**src/rtl/core/rsb_pkg.sv**
```systemverilog
// rsb_pkg: shared constants, codes and controller/datapath types for rgb_scale_and_blend.
// No dependencies; compile first.
`timescale 1ns / 1ps

package rsb_pkg;

    localparam int unsigned STEP_BOUND = 16;

    localparam logic [1:0] CMD_DARKEN  = 2'd0;
    localparam logic [1:0] CMD_LIGHTEN = 2'd1;
    localparam logic [1:0] CMD_MIX     = 2'd2;
    localparam logic [1:0] CMD_SHIFT   = 2'd3;

    localparam logic [1:0] CFG_LIGHTEN_FACTOR = 2'd0;
    localparam logic [1:0] CFG_DARKEN_FACTOR  = 2'd1;
    localparam logic [1:0] CFG_SHIFT_RATE     = 2'd2;
    localparam logic [1:0] CFG_MAX_STEPS      = 2'd3;

    localparam logic [23:0] POW_ONE   = 24'h010000;
    localparam logic [23:0] POW_TWO   = 24'h020000;
    localparam logic [23:0] POW_MAX   = 24'hFFFFFF;
    localparam logic [16:0] W_ONE     = 17'h10000;
    localparam logic [7:0]  COLOR_MAX = 8'hFF;

    typedef struct packed {
        logic       load;
        logic       pow_step;
        logic       div_init;
        logic       div_step;
        logic [2:0] div_bit;
        logic       res_load;
    } t_dp_ctl;

    typedef struct packed {
        logic [7:0] steps;
        logic       pow_stop;
        logic       is_div;
    } t_dp_sts;

endpackage

```
**src/rtl/core/rsb_ctrl.sv**
```systemverilog
// rsb_ctrl: sequencing state machine and output valid register for rgb_scale_and_blend.
// Depends on rsb_pkg; commands rsb_datapath through t_dp_ctl.
`timescale 1ns / 1ps

module rsb_ctrl
    import rsb_pkg::*;
(
    input  logic    i_clk,
    input  logic    i_rst_n,
    input  logic    i_in_valid,
    output logic    o_in_ready,
    output logic    o_out_valid,
    input  logic    i_out_ready,
    input  t_dp_sts i_sts,
    output t_dp_ctl o_ctl
);

    localparam logic [1:0] S_IDLE   = 2'd0;
    localparam logic [1:0] S_POWER  = 2'd1;
    localparam logic [1:0] S_DIVIDE = 2'd2;
    localparam logic [1:0] S_FINISH = 2'd3;

    logic [1:0] r_state, n_state;
    logic [7:0] r_cnt, n_cnt;
    logic [2:0] r_bit, n_bit;
    logic       r_out_valid, n_out_valid;

    always_comb begin
        n_state     = r_state;
        n_cnt       = r_cnt;
        n_bit       = r_bit;
        n_out_valid = r_out_valid && !i_out_ready;
        o_ctl       = '0;
        o_ctl.div_bit = r_bit;
        o_in_ready  = 1'b0;
        case (r_state)
            S_IDLE: begin
                o_in_ready = 1'b1;
                if (i_in_valid) begin
                    o_ctl.load = 1'b1;
                    n_cnt      = 8'd0;
                    n_state    = S_POWER;
                end
            end
            S_POWER: begin
                if ((r_cnt == i_sts.steps) || i_sts.pow_stop) begin
                    if (i_sts.is_div) begin
                        o_ctl.div_init = 1'b1;
                        n_bit          = 3'd7;
                        n_state        = S_DIVIDE;
                    end else begin
                        n_state = S_FINISH;
                    end
                end else begin
                    o_ctl.pow_step = 1'b1;
                    n_cnt          = r_cnt + 8'd1;
                end
            end
            S_DIVIDE: begin
                o_ctl.div_step = 1'b1;
                if (r_bit == 3'd0) begin
                    n_state = S_FINISH;
                end else begin
                    n_bit = r_bit - 3'd1;
                end
            end
            S_FINISH: begin
                if (!r_out_valid || i_out_ready) begin
                    o_ctl.res_load = 1'b1;
                    n_out_valid    = 1'b1;
                    n_state        = S_IDLE;
                end
            end
            default: begin
                n_state = S_IDLE;
            end
        endcase
    end

    always_ff @(posedge i_clk) begin
        if (!i_rst_n) begin
            r_state     <= S_IDLE;
            r_cnt       <= 8'd0;
            r_bit       <= 3'd0;
            r_out_valid <= 1'b0;
        end else begin
            r_state     <= n_state;
            r_cnt       <= n_cnt;
            r_bit       <= n_bit;
            r_out_valid <= n_out_valid;
        end
    end

    assign o_out_valid = r_out_valid;

endmodule

```
**config.mk**
```make
export PLATFORM = sky130hd
export DESIGN_NAME = rsb_ctrl
export DESIGN_NICKNAME = d
export VERILOG_FILES = /design/src/rtl/core/rsb_pkg.sv /design/src/rtl/core/rsb_ctrl.sv
export SDC_FILE = /design/constraint.sdc
export NUM_CORES = 1
export LEC_CHECK = 0
export BUFFER_PORTS_ARGS = -buffer_cell sky130_fd_sc_hd__buf_2
export CORE_MARGIN = 3
export CORE_UTILIZATION = 58
export CTS_BUF_LIST = sky130_fd_sc_hd__clkbuf_8
export DETAILED_ROUTE_END_ITERATION = 12
export PLACE_DENSITY_LB_ADDON = 0.25
export REMOVE_ABC_BUFFERS = 1
export SYNTH_ARGS = -nofsm -noshare
export SYNTH_HDL_FRONTEND = slang
export SYNTH_SLANG_ARGS = --single-unit
```
**constraint.sdc**
```tcl
create_clock -name i_clk -period 4.48 [get_ports i_clk]
set_clock_uncertainty 0.1 [all_clocks]
set_input_delay 0.448 -clock i_clk [delete_from_list [all_inputs] [get_ports i_clk]]
set_output_delay 0.448 -clock i_clk [all_outputs]
set_load 0.01 [all_outputs]
```
==> out/qor.yml, run 1 <==
synth_edf_count: 0
synthTopCellsByArea: "dfxtp_1 (30%), ha_1 (11%), xnor2_1 (7.6%)"
diodes: 0
rsz0062_at_grt: "no"
grt_pass1_wl_um: 3670
clockBufferDepth: 2
drv_slew: 0
routed-wl-met3_um: 148
grt_max_degree: 10
first_pass_iters: 4
worst_pin_slew_ns: 0.610
grt-ovfl-total: 0
grt_usage_pct: 24.3
ant_nets: 0
synth_compound_area_share_pct: 21.4
dieArea_um2: 2110
routed-wl-met2_um: 1030
ios: 24
required_ns: 4.57
yosysSeqAreaShare_pct: 30.4
clock.fmax_mhz: 462
maxCapViolations: 0
synth_most_common_cell: "dfxtp_1"
numCtsBuffers: 3
final.min_clock_period_ns: 2.16
place_congestion: 0.846
avgSynthCellArea_um2: 8.71
r2r_start: "r_state[1]"
p_leak_nw: 0.485
cts.repair.resized: 0
clk_latency_ns: 0.25
fp.dieH_um: 45.9
synth_ff_type: "dfxtp_1"
route.layer.met1.wl_um: 974
crit_arrival_ns: 2.25
cts_hold_buf: 0
synth_top_cell_by_area: "dfxtp_1"
cts-root-buf: "clkbuf_8"
via_per_inst: 6.01
cts_tree: "built"
muxShareOfSynthArea_pct: 2.17
r2r_end: "r_cnt[6]"
synth_fa_ha_area_share_pct: 10.8
setup_violations: 0
status: "complete, no violations"
cts_setup_buffers: 0
portBuffers: 23
layout.cells.non_filler: 148
dieWidth_um: 45.9
syn_area_um2: 923
clock_sinks: 14
route.vias.total: 889
dr.max_layer_used: "met4"
netlist.area_leader.share_pct: 30.4
r2r_setup_slack_ns: 2.32
endpoint: "r_cnt[6]"
period_share_pct: 48.3
nets: 156
totalWireLength_um: 2180
synth_top_family_by_area: "simple AND/OR/NAND/NOR gates"
drive_gt1_share_pct: 24.1
worst_slack_ns: 2.32
dp_hpwl_um: 1580
place_ws_ns: 2.44
synth_warnings: 0
fillers: 100
critPathKind: "flop to flop"
vdd_drop_max_mv: 0.405
rows: 13
drt-wirelength-per-cell_um: 14.7
worstPathMaxFanout: 7
fin_setup_tns_ns: 0
synthTopCellsByCount: "dfxtp_1 (14), ha_1 (8), inv_1 (8), xnor2_1 (8)"
synth_cells: 106
critPathLaunchType: "flop"
endpoint_kind: "flop"
synth_cell_type_count: 37
power_density_nw_per_um2: 507
htree_levels: 1
final_util_pct: 79.5
initial_core_util_pct: 66.0
clkSlewWorstSetupHoldPaths_ns: 0.06
crit_start: "r_state[1]"
synthXorXnorAreaFrac_pct: 7.59
reg2reg_depth: 7
synth_simple_gate_area_share_pct: 24.4
areaGrowthSynthToFinish_pct: 20.5
ys_ff_latch: 14
relSlewSlack_pct: 59.3
hold_class: "input port to flop"
drt_iter0_drc: 29
antenna_found_initial: 0
synth-async-reset-ratio_pct: 0
grt_pass1_vias: 787
coreArea_um2: 1400
dpl.cell_count: 144
hold_viol: 0
drc: 0
## worst max-delay path: stages (launching register included)
cell     delay, ns
dfxtp_1       0.34
inv_1         0.13
ha_1          0.28
inv_1         0.12
nor4_1        0.37
o21ai_1       0.29
nor4_1        0.34
a31o_1        0.13
## area by class of cell
| cell class | count | area [µm²] | share of cell area (%) |
|---|---|---|---|
| Multi-Input combinational cell | 84 | 613 | 55.1 |
| Sequential cell | 14 | 280 | 25.2 |
| Timing Repair Buffer | 23 | 115 | 10.3 |
| Clock buffer | 4 | 55.1 | 4.95 |
| Inverter | 8 | 30.0 | 2.70 |
| Tap cell | 15 | 18.8 | 1.69 |
## layer usage
| layer | vias up | track usage, % |
|---|---|---|
| li1 | 452 | - |
| met1 | 397 | 33.1 |
| met4 | 0 | 8.52 |
| met5 | - | 0 |
| met2 | 36 | 36.8 |
| met3 | 4 | 5.93 |
## worst min-delay path by stage
stage / start / end / slack (ns) / cells after the start
2_1_floorplan: r_cnt[0] / r_cnt[0] / 0.37 / 1
3_3_place_gp: r_cnt[7] / r_cnt[7] / 0.39 / 2
3_5_place_dp: r_cnt[0] / r_cnt[0] / 0.41 / 1
4_1_cts: i_rst_n / r_bit[0] / 0.39 / 2
5_1_grt: i_rst_n / r_bit[0] / 0.40 / 2
6_report: i_rst_n / r_bit[0] / 0.39 / 2
## power by group
| group | total (mW) | internal (mW) | switching [mW] |
|---|---|---|---|
| Sequential | 0.172 | 0.150 | 0.0223 |
| Clock | 0.123 | 0.0779 | 0.0449 |
| Combinational | 0.269 | 0.111 | 0.158 |
## state kept, by name, summed over array words and instances (netlist names)
register	cells
o_out_valid	1
r_bit	3
r_cnt	8
r_state	2
## through the flow
| stage | cell area [µm²] | power, mW | hold WS, ns |
|---|---|---|---|
| after floorplan | 923 | 0.359 | 0.371 |
| after global placement | 1060 | 0.428 | 0.392 |
| after detailed placement | 1060 | 0.437 | 0.405 |
| after CTS | 1110 | 0.564 | 0.387 |
| after global routing | 1110 | 0.614 | 0.399 |
| final | 1110 | 0.564 | 0.389 |
## layout by cell type, fill, tap and decap left out, types with 3 or more instances in the layout
cell type	instances
inv_1	8
nand3_1	4
nor2_1	6
and2_1	3
nand2b_1	3
a21oi_1	4
clkbuf_8	4
nand2_1	6
dfxtp_1	14
nor2b_1	3
and3_1	3
nand4_1	3
nor3_1	3
ha_1	8
xnor2_1	8
buf_2	23
## cell families (layout without fill, tap and decap cells)
family / count (synthesis) / in the layout
DFF: 14 / 14
and+or+nand+nor: 40 / 40
adders and majority gates: 8 / 8
muxes: 2 / 2
xor gates and xnor gates: 8 / 8
buffers and inverters: 8 / 35
AOI/OAI and AO/OA: 26 / 26
No activity file was read; power rests on OpenSTA's default activity.
==> inputs of run 2 (changes only) <==
--- a/config.mk
+++ b/config.mk
@@ -5,9 +5,10 @@
 export SDC_FILE = /design/constraint.sdc
 export NUM_CORES = 1
 export LEC_CHECK = 0
+export ABC_AREA = 1
 export BUFFER_PORTS_ARGS = -buffer_cell sky130_fd_sc_hd__buf_2
 export CORE_MARGIN = 3
-export CORE_UTILIZATION = 58
+export CORE_UTILIZATION = 55
 export CTS_BUF_LIST = sky130_fd_sc_hd__clkbuf_8
 export DETAILED_ROUTE_END_ITERATION = 12
 export PLACE_DENSITY_LB_ADDON = 0.25
==> constraint.sdc (replaced) <==
create_clock -name i_clk -period 2 [get_ports i_clk]
set_clock_uncertainty 0.1 [all_clocks]
set_input_delay 0.2 -clock i_clk [delete_from_list [all_inputs] [get_ports i_clk]]
set_output_delay 0.2 -clock i_clk [all_outputs]
set_load 0.01 [all_outputs]
==> out/qor.yml, run 2 <==
required_ns: 1.70
initial_core_util_pct: 59.4
dp_hpwl_um: 1750
avgSynthCellArea_um2: 6.17
cts.repair.resized: 0
final.min_clock_period_ns: 1.83
holdPathStages: 3
coreArea_um2: 1750
layout.cells.non_filler: 219
grt_pass1_wl_um: 4240
drt_iter0_drc: 33
synth_top_cell_by_area: "dfxtp_1"
vdd_drop_max_mv: 0.784
antenna_found_initial: 0
via_per_inst: 4.95
synth_edf_count: 0
worst_hold_slack_ns: 0.129
final_common_cell: "nand2_1"
numCtsBuffers: 3
critPathKind: "flop to output port"
rows: 15
dpl.cell_count: 215
setup_violations: 0
drc: 0
worst_pin_slew_ns: 0.291
syn_area_um2: 1040
rsz0062_at_grt: "no"
largest_reg_flops: 8
synth_warnings: 0
maxCapViolations: 0
critPathLaunchType: "flop"
p_leak_nw: 0.610
cts_setup_buffers: 0
period_share_pct: 91.4
fin_setup_tns_ns: 0
ys_ff_latch: 14
dieWidth_um: 49.4
crit_chain: "inv_1 -> ha_2 -> buf_4 -> nand3_1 -> inv_1 -> buf_2"
yosysSeqAreaShare_pct: 27.0
drt-wirelength-per-cell_um: 10.2
areaGrowthSynthToFinish_pct: 18.9
fillers: 169
r2r_start: "r_state[0]"
cts_tree: "built"
synth_cells: 168
nets: 217
first_pass_iters: 4
multi_input_area_um2: 628
grt_usage_pct: 21.8
totalWireLength_um: 2240
ant_nets: 0
cp_slowest_stage_delay_ns: 0.40
worst_slack_ns: 0.173
hold_class: "input port to flop"
drive_gt1_share_pct: 19.1
diodes: 0
clockBufferDepth: 2
timing.critical_path.buf_inv: 4
crit_top_cell: "inv_1"
power_mw: 1.60
regArea_um2: 284
portBuffers: 23
fp.dieH_um: 49.4
grt-ovfl-total: 0
synth_ff_type: "dfxtp_1"
min_to: "r_cnt[6]"
place_congestion: 0.793
path_delay_family: "buffers and inverters"
synthTopCellsByArea: "dfxtp_1 (27%), nand2_1 (17%), inv_1 (9.8%)"
ios: 24
synthTopCellsByCount: "nand2_1 (46), inv_1 (27), nor2_1 (20)"
endpoint_kind: "output port"
crit_arrival_ns: 1.53
power_density_nw_per_um2: 1300
r2r_setup_slack_ns: 0.25
clkSlewWorstSetupHoldPaths_ns: 0.06
clock_sinks: 14
cts-root-buf: "clkbuf_8"
drv_slew: 0
route.vias.total: 1084
most-common-layout-cells: "nand2_1 (46), inv_1 (27), buf_2 (23), nor2_1 (20), a21oi_1 (17)"
relSlewSlack_pct: 80.5
status: "complete, no violations"
grt_pass1_vias: 1088
clk_latency_ns: 0.24
place_ws_ns: 0.277
dieArea_um2: 2440
min-delay-start: "i_rst_n"
r2r_end: "r_bit[0]"
synth_cell_type_count: 17
cp_slowest_cell: "dfxtp_1"
htree_levels: 1
synth_most_common_cell: "nand2_1"
cts_hold_buf: 0
reg2reg_depth: 9
worstPathMaxFanout: 6
grt_max_degree: 13
synth-async-reset-ratio_pct: 0
netlist.area_leader.share_pct: 27.0
regMostFlops: "r_cnt"
largestRegisters: "r_cnt x8, r_bit x3, r_state x2"
hold_viol: 0
clock.fmax_mhz: 547
run 2: layer usage:
metal | part of all wire [%] | vias to the layer above | GRT usage (%)
met5 | 0 | - | 0
met4 | 0.76 | 0 | 10.6
met3 | 5.4 | 2 | 4.89
met2 | 51 | 28 | 38.6
met1 | 43 | 481 | 24.4
li1 | - | 573 | -
run 2: where the power goes:
part,switching (mW),internal (mW),total (mW)
clock,0.0986,0.174,0.273
combinational,0.547,0.341,0.888
sequential,0.0769,0.363,0.440
run 2: worst register-to-register path, delay by kind of cell (launching register included):
kind / cells / cell delay [ns]
AOI/OAI and AO/OA: 4 / 0.53
DFF: 1 / 0.34
buffers and inverters: 2 / 0.26
adders and majority gates: 1 / 0.25
and+or+nand+nor: 2 / 0.15
run 2: logic make-up after synthesis:
kind of cell               count (synthesis)  share of synthesized area [%]
buffers and inverters                     31                           13.0
DFF                                       14                           27.0
and+or+nand+nor                           86                           34.3
adders and majority gates                  8                           9.65
xor gates and xnor gates                   5                           4.22
AOI/OAI and AO/OA                         24                           11.8
run 2: final cells by class:
class	count	share of cell area, %
timing repair buffer	25	10.5
clock buffer	4	4.46
inverter	28	8.52
multi-input combinational	123	50.9
tap	25	2.54
sequential	14	23.0
run 2: worst max-delay path by stage:
| stage | startpoint | endpoint | slack [ns] | depth (start not counted) |
|---|---|---|---|---|
| after detailed placement | r_state[0] | r_bit[0] | 0.28 | 9 |
| after CTS | r_state[1] | o_ctl[6] | 0.13 | 6 |
| after floorplan | r_state[1] | r_cnt[0] | 0.11 | 7 |
| after global placement | r_state[1] | r_cnt[5] | 0.39 | 7 |
| after global routing | r_cnt[5] | o_ctl[5] | 0.02 | 10 |
| final | r_state[1] | o_ctl[6] | 0.17 | 6 |
run 2: per-stage QoR:
step / utilization, % / instance area [µm²]
2_1_floorplan: - / 1010
3_3_place_gp: 67.0 / 1170
3_5_place_dp: 67.0 / 1170
4_1_cts: 70.1 / 1220
5_1_grt: 70.7 / 1230
6_report: 70.7 / 1230
